## src/rtl/pecr_pkg.sv

```systemverilog
// ----------------------------------------------------------------------------
// pecr_pkg
// Shared types and constants of the calibrated pH / conductivity readout.
// ----------------------------------------------------------------------------
package pecr_pkg;

	// Full-scale converter code. The slope divisor is derived from it.
	localparam int ADC_MAX_CODE = 4095;
	localparam int SLOPE_DIV    = ADC_MAX_CODE * 63;

	// Field widths.
	localparam int SAMPLE_W = 12;
	localparam int OPCODE_W = 3;
	localparam int PH_W     = 31;
	localparam int SLOPE_W  = 26;
	localparam int EC_W     = 36;
	localparam int VREF_W   = 13;
	localparam int ECSOL_W  = 16;
	localparam int SPAN_W   = SAMPLE_W + 1;

	// Configuration port.
	localparam int ADDR_W  = 4;
	localparam int PDATA_W = 32;

	// Multiplier operands: a magnitude of up to 12 bits times up to 16 bits.
	localparam int MUL_A_W = SAMPLE_W;
	localparam int MUL_B_W = ECSOL_W;
	localparam int PROD_W  = MUL_A_W + MUL_B_W;

	// Dividend width. The widest dividend is the slope numerator:
	// |span| * vref_mv < 2^25, shifted left by 18.
	localparam int SLOPE_SHIFT = 18;
	localparam int SLOPE_PROD_W = 25;
	localparam int DVD_W = SLOPE_PROD_W + SLOPE_SHIFT;
	localparam int DVS_W = $clog2(SLOPE_DIV + 1);
	localparam int CNT_W = $clog2(DVD_W);

	// Reset values.
	localparam logic [VREF_W-1:0]   VREF_RST   = VREF_W'(3280);
	localparam logic [ECSOL_W-1:0]  ECSOL_RST  = ECSOL_W'(256);
	localparam logic [SAMPLE_W-1:0] POINT_RST  = SAMPLE_W'(256);

	// Command codes. Six and seven are unused and return an all-zero result.
	typedef enum logic [OPCODE_W-1:0] {
		OP_CAP_LOW  = 3'd0,
		OP_CAP_MID  = 3'd1,
		OP_CAP_HIGH = 3'd2,
		OP_READ_PH  = 3'd3,
		OP_CAP_EC   = 3'd4,
		OP_READ_EC  = 3'd5,
		OP_RSVD6    = 3'd6,
		OP_RSVD7    = 3'd7
	} op_t;

	// Register map, index = byte address / 4.
	typedef enum logic [1:0] {
		REG_VREF     = 2'd0,
		REG_CAL_SIDE = 2'd1,
		REG_EC_SOL   = 2'd2
	} reg_idx_t;

	typedef struct packed {
		logic [VREF_W-1:0]  vref_mv;
		logic               cal_side;
		logic [ECSOL_W-1:0] ec_solution;
	} cfg_t;

	typedef struct packed {
		logic              start;
		logic [DVD_W-1:0]  dividend;
		logic [DVS_W-1:0]  divisor;
	} div_req_t;

endpackage

```

## src/rtl/pecr_divider.sv

```systemverilog
// ----------------------------------------------------------------------------
// pecr_divider
// Iterative restoring divider, one quotient bit per cycle.
// ----------------------------------------------------------------------------
module pecr_divider (
	input  logic                          clk,
	input  logic                          arst_n,
	input  pecr_pkg::div_req_t            req,
	output logic                          done,
	output logic [pecr_pkg::DVD_W-1:0]    quotient
);
	import pecr_pkg::*;

	logic [DVD_W-1:0] dvd_q;
	logic [DVS_W-1:0] dvs_q;
	logic [DVS_W-1:0] rem_q;
	logic [CNT_W-1:0] cnt_q;
	logic             busy_q;
	logic             done_q;

	logic [DVS_W:0]   trial;
	logic             fits;
	logic [DVS_W:0]   diff;

	// Bring down the next dividend bit and try to subtract the divisor.
	always_comb begin
		trial = {rem_q, dvd_q[DVD_W-1]};
		fits  = trial >= {1'b0, dvs_q};
		diff  = trial - {1'b0, dvs_q};
	end

	always_ff @(posedge clk or negedge arst_n) begin
		if (!arst_n) begin
			dvd_q  <= '0;
			dvs_q  <= '0;
			rem_q  <= '0;
			cnt_q  <= '0;
			busy_q <= 1'b0;
			done_q <= 1'b0;
		end else begin
			done_q <= 1'b0;
			if (req.start) begin
				dvd_q  <= req.dividend;
				dvs_q  <= req.divisor;
				rem_q  <= '0;
				cnt_q  <= CNT_W'(DVD_W - 1);
				busy_q <= 1'b1;
			end else if (busy_q) begin
				// Quotient bits shift in from the bottom as dividend bits leave.
				dvd_q <= {dvd_q[DVD_W-2:0], fits};
				rem_q <= fits ? diff[DVS_W-1:0] : trial[DVS_W-1:0];
				cnt_q <= cnt_q - 1'b1;
				if (cnt_q == '0) begin
					busy_q <= 1'b0;
					done_q <= 1'b1;
				end
			end
		end
	end

	assign done     = done_q;
	assign quotient = dvd_q;

endmodule

```

## src/rtl/pecr_regs.sv

```systemverilog
// ----------------------------------------------------------------------------
// pecr_regs
// Configuration registers behind the APB-style port.
// ----------------------------------------------------------------------------
module pecr_regs (
	input  logic                           clk,
	input  logic                           arst_n,
	input  logic                           psel,
	input  logic                           penable,
	input  logic                           pwrite,
	input  logic [pecr_pkg::ADDR_W-1:0]    paddr,
	input  logic [pecr_pkg::PDATA_W-1:0]   pwdata,
	output logic [pecr_pkg::PDATA_W-1:0]   prdata,
	output logic                           pready,
	output pecr_pkg::cfg_t                 cfg
);
	import pecr_pkg::*;

	cfg_t     cfg_q;
	logic     wr_en;
	reg_idx_t idx;

	assign idx    = reg_idx_t'(paddr[ADDR_W-1:2]);
	assign wr_en  = psel && penable && pwrite;
	assign pready = 1'b1;

	always_ff @(posedge clk or negedge arst_n) begin
		if (!arst_n) begin
			cfg_q.vref_mv     <= VREF_RST;
			cfg_q.cal_side    <= 1'b0;
			cfg_q.ec_solution <= ECSOL_RST;
		end else if (wr_en) begin
			case (idx)
				REG_VREF:     cfg_q.vref_mv     <= pwdata[VREF_W-1:0];
				REG_CAL_SIDE: cfg_q.cal_side    <= pwdata[0];
				REG_EC_SOL:   cfg_q.ec_solution <= pwdata[ECSOL_W-1:0];
				default: begin
				end
			endcase
		end
	end

	always_comb begin
		case (idx)
			REG_VREF:     prdata = PDATA_W'(cfg_q.vref_mv);
			REG_CAL_SIDE: prdata = PDATA_W'(cfg_q.cal_side);
			REG_EC_SOL:   prdata = PDATA_W'(cfg_q.ec_solution);
			default:      prdata = '0;
		endcase
	end

	assign cfg = cfg_q;

endmodule

```

## src/rtl/ph_ec_calibrated_readout_unit.sv

```systemverilog
// ----------------------------------------------------------------------------
// ph_ec_calibrated_readout_unit
// Calibrated pH and conductivity readout with a shared iterative divider.
// ----------------------------------------------------------------------------
// Each command transfer yields exactly one result transfer. A command that
// needs a division (any pH capture, a pH reading with a nonzero span, a
// conductivity reading with a nonzero calibration point) passes through the
// sequencer states in order: S_PREP to form the operands, S_MUL for the
// product, S_LOAD to load the divider, S_DIV while the radix-2 divider forms
// 43 quotient bits at one per cycle, S_FIN to apply the sign and saturate,
// and S_OUT to move the result into the output register. Commands without a
// division (conductivity point capture, unused opcodes, division by a zero
// span or point) go from S_PREP straight to S_OUT. The block takes one
// command at a time; in_ready is high only while the sequencer is idle, and a
// finished result sits in its own output register, so the next command can
// be taken while that result still waits for out_ready.
// The slope is span*vref_mv*4/(ADC_MAX_CODE*63) in signed Q16, saturated to
// 26 bits. The pH reading is 7 - 3*(mid-sample)/span in signed Q16, and the
// conductivity reading is sample*ec_solution/ec_point in unsigned Q8. All
// divisions truncate toward zero. Configuration registers (vref_mv at 0x0,
// cal_side at 0x4, ec_solution at 0x8) should be written only while idle.
// ----------------------------------------------------------------------------
module ph_ec_calibrated_readout_unit (
	input  logic                              clk,
	input  logic                              arst_n,
	// Command channel.
	input  logic                              in_valid,
	output logic                              in_ready,
	input  logic [pecr_pkg::OPCODE_W-1:0]     opcode,
	input  logic [pecr_pkg::SAMPLE_W-1:0]     ph_sample,
	input  logic [pecr_pkg::SAMPLE_W-1:0]     ec_sample,
	// Result channel.
	output logic                              out_valid,
	input  logic                              out_ready,
	output logic signed [pecr_pkg::PH_W-1:0]  ph_value,
	output logic signed [pecr_pkg::SLOPE_W-1:0] slope_value,
	output logic [pecr_pkg::EC_W-1:0]         ec_value,
	output logic                              status,
	// Configuration port.
	input  logic                              psel,
	input  logic                              penable,
	input  logic                              pwrite,
	input  logic [pecr_pkg::ADDR_W-1:0]       paddr,
	input  logic [pecr_pkg::PDATA_W-1:0]      pwdata,
	output logic [pecr_pkg::PDATA_W-1:0]      prdata,
	output logic                              pready
);
	import pecr_pkg::*;

	typedef enum logic [2:0] {
		S_IDLE,
		S_PREP,
		S_MUL,
		S_LOAD,
		S_DIV,
		S_FIN,
		S_OUT
	} state_t;

	localparam logic signed [DVD_W+1:0] PH_SEVEN = (DVD_W+2)'(7 * 65536);
	localparam logic signed [DVD_W+1:0] PH_MAX_W = (DVD_W+2)'(1073741823);
	localparam logic signed [DVD_W+1:0] PH_MIN_W = -(DVD_W+2)'(1073741824);
	localparam logic signed [SLOPE_W-1:0] SLOPE_MAX = {1'b0, {(SLOPE_W-1){1'b1}}};
	localparam logic signed [SLOPE_W-1:0] SLOPE_MIN = {1'b1, {(SLOPE_W-1){1'b0}}};

	cfg_t cfg;

	state_t              state_q;
	logic [OPCODE_W-1:0] op_q;
	logic [SAMPLE_W-1:0] phs_q;
	logic [SAMPLE_W-1:0] ecs_q;

	// Calibration state.
	logic [SAMPLE_W-1:0]      low_q;
	logic [SAMPLE_W-1:0]      mid_q;
	logic [SAMPLE_W-1:0]      high_q;
	logic signed [SPAN_W-1:0] span_q;
	logic [SAMPLE_W-1:0]      ecpt_q;

	// Arithmetic operands.
	logic [MUL_A_W-1:0] mul_a_q;
	logic [MUL_B_W-1:0] mul_b_q;
	logic [PROD_W-1:0]  prod_q;
	logic [DVS_W-1:0]   dvs_q;
	logic               neg_q;
	div_req_t           div_req;
	logic               div_done;
	logic [DVD_W-1:0]   quot;

	// Result staging and output registers.
	logic signed [PH_W-1:0]    res_ph_q;
	logic signed [SLOPE_W-1:0] res_slope_q;
	logic [EC_W-1:0]           res_ec_q;
	logic                      res_status_q;
	logic                      out_valid_q;
	logic signed [PH_W-1:0]    out_ph_q;
	logic signed [SLOPE_W-1:0] out_slope_q;
	logic [EC_W-1:0]           out_ec_q;
	logic                      out_status_q;

	logic in_xfer;
	logic out_load;

	// Operand preparation.
	logic signed [SPAN_W-1:0] span_new;
	logic signed [SPAN_W-1:0] span_neg;
	logic [SAMPLE_W-1:0]      span_new_mag;
	logic signed [SPAN_W-1:0] span_old_neg;
	logic [SAMPLE_W-1:0]      span_old_mag;
	logic signed [SPAN_W-1:0] ph_diff;
	logic signed [SPAN_W-1:0] ph_diff_neg;
	logic [SAMPLE_W-1:0]      ph_diff_mag;

	// Final scaling.
	logic [DVD_W:0]             q_ext;
	logic signed [DVD_W+1:0]    q_signed;
	logic signed [DVD_W+1:0]    ph_wide;
	logic signed [PH_W-1:0]     fin_ph;
	logic signed [SLOPE_W-1:0]  fin_slope;
	logic [SLOPE_W-1:0]         q_low_neg;

	pecr_regs u_regs (
		.clk     (clk),
		.arst_n  (arst_n),
		.psel    (psel),
		.penable (penable),
		.pwrite  (pwrite),
		.paddr   (paddr),
		.pwdata  (pwdata),
		.prdata  (prdata),
		.pready  (pready),
		.cfg     (cfg)
	);

	pecr_divider u_div (
		.clk      (clk),
		.arst_n   (arst_n),
		.req      (div_req),
		.done     (div_done),
		.quotient (quot)
	);

	assign in_ready = (state_q == S_IDLE);
	assign in_xfer  = in_valid && in_ready;

	// A finished result moves into the output register once that register is
	// empty or is being emptied in the same cycle.
	assign out_load = (state_q == S_OUT) && (!out_valid_q || out_ready);

	// The span is taken from the points after the capture has landed.
	always_comb begin
		if (cfg.cal_side) begin
			span_new = $signed({1'b0, high_q}) - $signed({1'b0, mid_q});
		end else begin
			span_new = $signed({1'b0, mid_q}) - $signed({1'b0, low_q});
		end
		span_neg     = -span_new;
		span_new_mag = span_new[SPAN_W-1] ? span_neg[SAMPLE_W-1:0] : span_new[SAMPLE_W-1:0];
		span_old_neg = -span_q;
		span_old_mag = span_q[SPAN_W-1] ? span_old_neg[SAMPLE_W-1:0] : span_q[SAMPLE_W-1:0];
		ph_diff      = $signed({1'b0, mid_q}) - $signed({1'b0, phs_q});
		ph_diff_neg  = -ph_diff;
		ph_diff_mag  = ph_diff[SPAN_W-1] ? ph_diff_neg[SAMPLE_W-1:0] : ph_diff[SAMPLE_W-1:0];
	end

	// Dividend alignment per command: Q16 with the slope's extra factor of 4,
	// Q16 for the pH ratio, Q8 for conductivity.
	always_comb begin
		div_req.start   = (state_q == S_LOAD);
		div_req.divisor = dvs_q;
		case (op_q)
			OP_READ_PH: div_req.dividend = DVD_W'({prod_q, 16'b0});
			OP_READ_EC: div_req.dividend = DVD_W'({prod_q, 8'b0});
			default:    div_req.dividend = {prod_q[SLOPE_PROD_W-1:0], {SLOPE_SHIFT{1'b0}}};
		endcase
	end

	// Sign and saturation of the quotient.
	always_comb begin
		q_ext     = {1'b0, quot};
		q_signed  = neg_q ? -$signed({1'b0, q_ext}) : $signed({1'b0, q_ext});
		ph_wide   = PH_SEVEN - q_signed;
		if (ph_wide > PH_MAX_W) begin
			fin_ph = PH_MAX_W[PH_W-1:0];
		end else if (ph_wide < PH_MIN_W) begin
			fin_ph = PH_MIN_W[PH_W-1:0];
		end else begin
			fin_ph = ph_wide[PH_W-1:0];
		end
		q_low_neg = -{1'b0, quot[SLOPE_W-2:0]};
		if (quot[DVD_W-1:SLOPE_W-1] != '0) begin
			fin_slope = neg_q ? SLOPE_MIN : SLOPE_MAX;
		end else if (neg_q) begin
			fin_slope = $signed(q_low_neg);
		end else begin
			fin_slope = $signed({1'b0, quot[SLOPE_W-2:0]});
		end
	end

	always_ff @(posedge clk or negedge arst_n) begin
		if (!arst_n) begin
			state_q      <= S_IDLE;
			op_q         <= '0;
			phs_q        <= '0;
			ecs_q        <= '0;
			low_q        <= POINT_RST;
			mid_q        <= POINT_RST;
			high_q       <= POINT_RST;
			span_q       <= '0;
			ecpt_q       <= POINT_RST;
			mul_a_q      <= '0;
			mul_b_q      <= '0;
			prod_q       <= '0;
			dvs_q        <= '0;
			neg_q        <= 1'b0;
			res_ph_q     <= '0;
			res_slope_q  <= '0;
			res_ec_q     <= '0;
			res_status_q <= 1'b0;
			out_valid_q  <= 1'b0;
			out_ph_q     <= '0;
			out_slope_q  <= '0;
			out_ec_q     <= '0;
			out_status_q <= 1'b0;
		end else begin
			if (out_load) begin
				out_valid_q <= 1'b1;
			end else if (out_valid_q && out_ready) begin
				out_valid_q <= 1'b0;
			end
			case (state_q)
				S_IDLE: begin
					if (in_xfer) begin
						op_q  <= opcode;
						phs_q <= ph_sample;
						ecs_q <= ec_sample;
						case (opcode)
							OP_CAP_LOW:  low_q  <= ph_sample;
							OP_CAP_MID:  mid_q  <= ph_sample;
							OP_CAP_HIGH: high_q <= ph_sample;
							OP_CAP_EC:   ecpt_q <= ec_sample;
							default: begin
							end
						endcase
						state_q <= S_PREP;
					end
				end
				S_PREP: begin
					res_ph_q     <= '0;
					res_slope_q  <= '0;
					res_ec_q     <= '0;
					res_status_q <= 1'b0;
					state_q      <= S_MUL;
					case (op_q)
						OP_CAP_LOW, OP_CAP_MID, OP_CAP_HIGH: begin
							span_q  <= span_new;
							mul_a_q <= span_new_mag;
							mul_b_q <= MUL_B_W'(cfg.vref_mv);
							neg_q   <= span_new[SPAN_W-1];
							dvs_q   <= DVS_W'(SLOPE_DIV);
						end
						OP_READ_PH: begin
							mul_a_q <= ph_diff_mag;
							mul_b_q <= MUL_B_W'(3);
							neg_q   <= ph_diff[SPAN_W-1] ^ span_q[SPAN_W-1];
							dvs_q   <= DVS_W'(span_old_mag);
							if (span_q == '0) begin
								res_status_q <= 1'b1;
								state_q      <= S_OUT;
							end
						end
						OP_READ_EC: begin
							mul_a_q <= ecs_q;
							mul_b_q <= cfg.ec_solution;
							neg_q   <= 1'b0;
							dvs_q   <= DVS_W'(ecpt_q);
							if (ecpt_q == '0) begin
								res_status_q <= 1'b1;
								state_q      <= S_OUT;
							end
						end
						default: begin
							// Conductivity point capture and unused codes
							// return an all-zero result.
							state_q <= S_OUT;
						end
					endcase
				end
				S_MUL: begin
					prod_q  <= mul_a_q * mul_b_q;
					state_q <= S_LOAD;
				end
				S_LOAD: begin
					state_q <= S_DIV;
				end
				S_DIV: begin
					if (div_done) begin
						state_q <= S_FIN;
					end
				end
				S_FIN: begin
					case (op_q)
						OP_READ_PH: res_ph_q <= fin_ph;
						OP_READ_EC: res_ec_q <= quot[EC_W-1:0];
						default:    res_slope_q <= fin_slope;
					endcase
					state_q <= S_OUT;
				end
				S_OUT: begin
					if (out_load) begin
						out_ph_q     <= res_ph_q;
						out_slope_q  <= res_slope_q;
						out_ec_q     <= res_ec_q;
						out_status_q <= res_status_q;
						state_q      <= S_IDLE;
					end
				end
				default: begin
					state_q <= S_IDLE;
				end
			endcase
		end
	end

	assign out_valid   = out_valid_q;
	assign ph_value    = out_ph_q;
	assign slope_value = out_slope_q;
	assign ec_value    = out_ec_q;
	assign status      = out_status_q;

endmodule
```

## config.mk

```make
export PLATFORM = sky130hd
export DESIGN_NAME = ph_ec_calibrated_readout_unit
export DESIGN_NICKNAME = d
export VERILOG_FILES = /design/src/rtl/pecr_pkg.sv /design/src/rtl/pecr_divider.sv /design/src/rtl/pecr_regs.sv /design/src/rtl/ph_ec_calibrated_readout_unit.sv
export SDC_FILE = /design/constraint.sdc
export NUM_CORES = 1
export LEC_CHECK = 0
export BUFFER_PORTS_ARGS = -buffer_cell sky130_fd_sc_hd__buf_4
export CAP_MARGIN = 30
export CORE_ASPECT_RATIO = 2
export CORE_MARGIN = 2
export CORE_UTILIZATION = 45
export DETAILED_ROUTE_END_ITERATION = 16
export HOLD_SLACK_MARGIN = 0.05
export PLACE_DENSITY_LB_ADDON = 0.2
export RECOVER_POWER = 100
export SYNTH_ARGS = -nofsm -noshare
export SYNTH_HDL_FRONTEND = slang
export SYNTH_SLANG_ARGS = --single-unit
```

## constraint.sdc

```tcl
create_clock -name clk -period 7.75 [get_ports clk]
set_input_delay 1.1625 -clock clk [delete_from_list [all_inputs] [get_ports clk]]
set_output_delay 1.1625 -clock clk [all_outputs]
set_load 0.05 [all_outputs]
```

== Word level (Yosys, flattened, before mapping) ==
Index checks and enable logic that the tools add are counted.
Word-level totals
  bits of input ports: 70
  bits in registers: 472
  output and inout bits: 129
  word-level logic and storage cells: 152
Cells by class
  equality and inequality tests: 21
  multiply operators: 1
  add/subtract/negate cells: 11
  $lt $le $gt $ge: 3
  bitwise operators: 1
  muxes and demuxes: 47
  reductions and logical operators: 36
Operators with widths (number)
  26-bit 2-to-1 mux: 4
  16-bit case mux with 3 select lines: 2
  31-bit 2-to-1 mux: 3
  43-bit 2-to-1 mux: 2
  43-bit case mux with 2 select lines: 1
  36-bit case mux with 2 select lines: 1
  31-bit case mux with 2 select lines: 1
  18-bit 2-to-1 mux: 3
  18-bit case mux with 3 select lines: 1
  26-bit case mux with 2 select lines: 1
  45-bit by 31-bit > comparator with 1-bit output (second input constant): 1
  45-bit by 31-bit < comparator with 1-bit output (second input constant): 1
  45-bit 2-to-1 mux: 1
  43-bit negation with 45-bit output: 1
  20-bit by 45-bit subtractor with 45-bit output (first input constant): 1
  12-bit by 12-bit subtractor with 13-bit output: 3
  12-bit 2-to-1 mux: 3
  36-bit 2-to-1 mux: 1
  12-bit negation: 3
  12-bit case mux with 3 select lines: 1
  12-bit by 16-bit multiplier with 28-bit output: 1
  25-bit negation with 26-bit output: 1
  3-bit case mux with 7 select lines: 1
  2-bit AND reduction: 10
  32 further kinds: 72

== Longest topological paths before layout ==
  depth in word-level cells: 8
  depth in mapped cells: 26
  gate-level depth less buffers: 24

== Modules after synthesis ==
From an unflattened synthesis, not the netlist that was laid out.
Unflattened totals
  cell total of the unflattened synthesis: 3312
  area, all modules: 31448.9 um^2
By module, submodules not included
  ph_ec_calibrated_readout_unit: instances 1, area each 25100.3 um^2, sequential area each 8763.4 um^2, cells an instance 2687
  pecr_divider: instances 1, area each 4780.8 um^2, sequential area each 2177.1 um^2, cells an instance 505
  pecr_regs: instances 1, area each 1567.8 um^2, sequential area each 758.2 um^2, cells an instance 120

== Worst setup path before layout ==
OpenSTA, ideal clock, no wires.
  path type: flip-flop to flip-flop
  start: register mul_a_q[4]
  end: register prod_q[27]
  data arrival time: 5380 ps
  path slack: 2232 ps
  path buffers: 2
  clock period less this slack: 5518 ps
  required time: 7612 ps
  stages on the path, launching flop included: 23
  cell sequence: dfrtp_1 clkbuf_1 clkbuf_1 nand2_1 fa_1 fa_1 inv_1 fa_1 fa_1 inv_1 fa_1 inv_1 ha_1 and4_1 nand3_1 nand2_1 a41oi_1 nor2_1 o31ai_1 o21ai_0 a31oi_1 xnor2_1 o21ai_0
Between the ends
  cells in the longest elaborated chain, start to end: 1
RTL lines
  start: declaration: RTL line ph_ec_calibrated_readout_unit.sv:81  | logic [MUL_A_W-1:0] mul_a_q;
  start signal: assignment: RTL line ph_ec_calibrated_readout_unit.sv:257  | mul_a_q <= span_new_mag;
  start signal: assignment: RTL line ph_ec_calibrated_readout_unit.sv:263  | mul_a_q <= ph_diff_mag;
  start signal: assignment: RTL line ph_ec_calibrated_readout_unit.sv:273  | mul_a_q <= ecs_q;
  12-bit by 16-bit multiplier with 28-bit output: RTL line ph_ec_calibrated_readout_unit.sv:290  | prod_q <= mul_a_q * mul_b_q;
  end signal: assignment: RTL line ph_ec_calibrated_readout_unit.sv:290
  end: declaration: RTL line ph_ec_calibrated_readout_unit.sv:83  | logic [PROD_W-1:0] prod_q;
Every way passes these cells.
A chain may end at the register's enable or synchronous reset.

== Final worst setup path ==
  start: register u_div.dvd_q[2] (netlist: u_div.quotient[2])
  end: register res_ph_q[21]
Between the ends
  cells in the longest elaborated chain, start to end: 8
RTL lines
  start: declaration: RTL line pecr_divider.sv:14  | logic [DVD_W-1:0] dvd_q;
  start signal: assignment: RTL line pecr_divider.sv:43  | dvd_q <= req.dividend;
  start signal: assignment: RTL line pecr_divider.sv:50  | dvd_q <= {dvd_q[DVD_W-2:0], fits};
  43-bit negation with 45-bit output: RTL line ph_ec_calibrated_readout_unit.sv:181  | q_signed = neg_q ? -$signed({1'b0, q_ext}) : $signed({1'b0, q_ext});
  45-bit 2-to-1 mux (*): RTL line ph_ec_calibrated_readout_unit.sv:181
  20-bit by 45-bit subtractor with 45-bit output (*): RTL line ph_ec_calibrated_readout_unit.sv:182  | ph_wide = PH_SEVEN - q_signed;
  45-bit by 31-bit < comparator with 1-bit output: RTL line ph_ec_calibrated_readout_unit.sv:185  | end else if (ph_wide < PH_MIN_W) begin
  31-bit 2-to-1 mux: RTL line ph_ec_calibrated_readout_unit.sv:185
  31-bit 2-to-1 mux (*): RTL line ph_ec_calibrated_readout_unit.sv:183  | if (ph_wide > PH_MAX_W) begin
  31-bit 2-to-1 mux (*): RTL line ph_ec_calibrated_readout_unit.sv:302  | case (op_q)
  31-bit case mux with 2 select lines (*): RTL line ph_ec_calibrated_readout_unit.sv:231  | case (state_q)
  end signal: assignment: RTL line ph_ec_calibrated_readout_unit.sv:303  | OP_READ_PH: res_ph_q <= fin_ph;
  end: declaration: RTL line ph_ec_calibrated_readout_unit.sv:91  | logic signed [PH_W-1:0] res_ph_q;
Every way passes the cells marked *; elsewhere a longest branch is shown, timed or not. The select of a mux whose other input is x is not followed.

==> metrics <==
setup TNS=0 ns; area delta synth->final=8.442%; worst-path maximum fanout=30; GP Congestion=roughly 0.96; Post-CTS Setup Inserts=0; total gr overflow=0; Max-cap violations=12; Synth Instances=3254; XOR/XNOR Fraction of Synth Area=0.04683; Synth Area in Adders=0.1431; H-tree depth=2; number of remaining DRC errors=0; worst min path class=reg2reg; total clock sinks=~460; CP Capture Type=flop; worst reg2reg endpoint=res_ph_q[21]$_DFFE_PN0P_; FF+latch area=11570 µm²; drt via density=approximately 5.6; # IOs=between 150 and 200; Die W=190.1 µm; commonest cells after routing, fill and taps aside=nand2_1 (511), dfrtp_1 (451), inv_1 (274); GRT met3 Usage=0.02403; Worst path max stage delay=1.26 ns; final hold violations=0; wire per inst=20.08 µm; Reg-to-Reg Start=u_div.quotient[2]$_DFFE_PN0P_; Multi-input gate area=17640 µm²; core area=68580 µm²; cell taking the most area after synthesis=dfrtp_1; starting density of the core=0.4543; Worst-path clk slew=0.07 ns; CTS tree=built; Critical-path top delay cell=a31oi_2; # rows=136; die area=71480 µm²; Worst Reg-to-Reg Cells=11; fmax=0.1487 GHz; root buf cell=clkbuf_16; Yosys cell types=107; Synth async-reset ratio=1.000; Synth Area in Simple Gates=0.1533; met1 track demand over resource=0.2520; largest net degree at the start of global routing=168; CP startpoint=u_div.quotient[2]$_DFFE_PN0P_; global route hottest layer=met2; vias in the first global route=roughly 25000; routed vias=23792; Avg Cell Area, Syn=around 9.6 µm²; Worst Path Class, Setup=reg2reg; Synth Warn #=0; net count of the finished layout=3643; Die Ht=~380 µm; Final period util=0.8679; worst-path cell chain=nor3_1 > nand4_1 > o41ai_1 > xnor2_1 > nand2b_1 > or4b_1 > a2111o_1 > o21ai_1 > nand2_1 > a31oi_2 > a221o_1; cts repair resizes=0; Post-DRT Antenna Nets=0; CP Launch Type=flop; DPL Wire Length=64730 µm; drt pass-1 iters=5; Required @ worst endpoint=8.25 ns; mux share of post-synthesis cell area=0.08462; synth top area cells=dfrtp_1 (36%), fa_1 (9.3%), nand2_1 (6.2%); Mapped Area=31150 µm²; RSZ-0062 raised after global routing=false; # hold bufs at CTS=0; Hold Startpoint=dvs_q[0]$_DFFE_PN0P_; Synth Flop Type=dfrtp_1; Final min period=roughly 6.7 ns; Fillers=~6500; Final Max Tran Viols=between 700 and 800; critical path capture point=res_ph_q[21]$_DFFE_PN0P_; first-pass GRT wire length=roughly 140000 µm; Inserted Clock Buffers=43; Port Buffers=163; largest family of logic cells by synthesized area=simple AND/OR/NAND/NOR gates; final setup violation count=0; Worst Hold Depth=2; share of layout cells above drive strength 1=0.1116; clock skew=0.03052 ns; Crit path arrival time=about 7.2 ns; GRT Total Usage=0.2400; most common cell after layout, fill and taps aside=nand2_1; flop-to-flop setup slack=1.02 ns; worst slew pin tran=4.014 ns; violated checks=max-capacitance violations, max-slew violations; Seq/Total Area, Yosys=0.3715; number of synthesized register bits=462; 1st-iter DRT viols=1284; initial antenna violation count=2; Worst-Skew Late Latency=between 0.5 and 0.6 ns; grt met2 use=0.4565; post-synthesis compound-gate area fraction=0.1359; Synth top area share=0.3631; CTS max path bufs=3; number of synthesized flops with an enable pin=0; worst rel slew slack=-1.676; status=finished with violations; drt total wl=84990 µm
==> how the worst min path moves through the flow <==
stage                                              to  slack, ns
after floorplan            res_slope_q[0]$_DFFE_PN0P_       0.43
after global placement    res_slope_q[20]$_DFFE_PN0P_       0.45
after detailed placement   res_slope_q[5]$_DFFE_PN0P_       0.47
after CTS                 res_slope_q[13]$_DFFE_PN0P_       0.48
after global routing       u_div.dvs_q[0]$_DFFE_PN0P_       0.51
final                      u_div.dvs_q[0]$_DFFE_PN0P_       0.47
==> cells by family (layout without fill, tap and decap cells) <==
family	Yosys count	count (layout)
AOI/OAI and AO/OA	629	629
xor gates and xnor gates	164	164
adders and majority gates	270	270
buffers and inverters	485	550
DFF	462	462
muxes	243	243
other	2	18
and+or+nand+nor	999	999
==> worst max-delay path: cells and delay by family, from the launching register on <==
kind,cells,cell delay [ns]
compound gates,5,3.08
simple gates,5,2.64
xor+xnor,1,0.27
flops,1,0.64
==> final cells by class <==
class	count	area share
Multi-Input combinational cell	2322	0.5223
Antenna cell	1	0.00007407
Tap cell	897	0.03322
Sequential cell	462	0.3426
Timing Repair Buffer	199	0.02985
Clock buffer	57	0.03667
Inverter	275	0.03055
Clock inverter	19	0.004741
==> per-layer routing <==
metal  part of all wire  vias to the layer above  routed length, µm
li1                   -                    11167                  -
met1               0.36                    11688              30820
met2               0.54                      677              45520
met3              0.037                      256               3114
met4              0.065                        4               5506
met5            0.00032                        -                 27
==> synth_stat cells, types with 40 or more instances <==
cell type and instances:
clkbuf_1 157, o21ai_0 215, fa_1 144, inv_1 274, ha_1 126, xor2_1 55
nor3_1 43, dfrtp_1 452, mux2i_1 80, mux2_2 163, nor2_1 143, nand2_1 511
and2_1 70, xnor2_1 106, a22o_1 40, a21oi_1 103
==> state kept, by name, summed over array words and instances, names as in the netlist, 13 cells and up <==
signal and count:
res_ec_q 36, u_regs.cfg 30, dvs_q 13, ph_value 31, mul_b_q 16, u_div.rem_q 18, res_slope_q 26, prod_q 28
span_q 13, slope_value 26, u_div.quotient 43, ec_value 36, u_div.dvs_q 13, res_ph_q 31
==> stage by stage <==
| stage | setup WS (ns) | cells | util | hold slack (ns) | area, µm² |
|---|---|---|---|---|---|
| after floorplan | 2.232 | 3269 | - | 0.4348 | 31210 |
| after global placement | 1.472 | 4149 | 0.4802 | 0.4522 | 32930 |
| after detailed placement | 1.458 | 4153 | 0.4809 | 0.4657 | 32980 |
| after CTS | 1.437 | 4229 | 0.5013 | 0.4814 | 34370 |
| after global routing | 0.6493 | 4231 | 0.4926 | 0.5129 | 33780 |
| final | 1.024 | 4232 | 0.4926 | 0.4743 | 33780 |
Power is left out: the tool's default activity adds up to more than one toggle a clock period on the data nets, which glitch-free logic cannot reach.
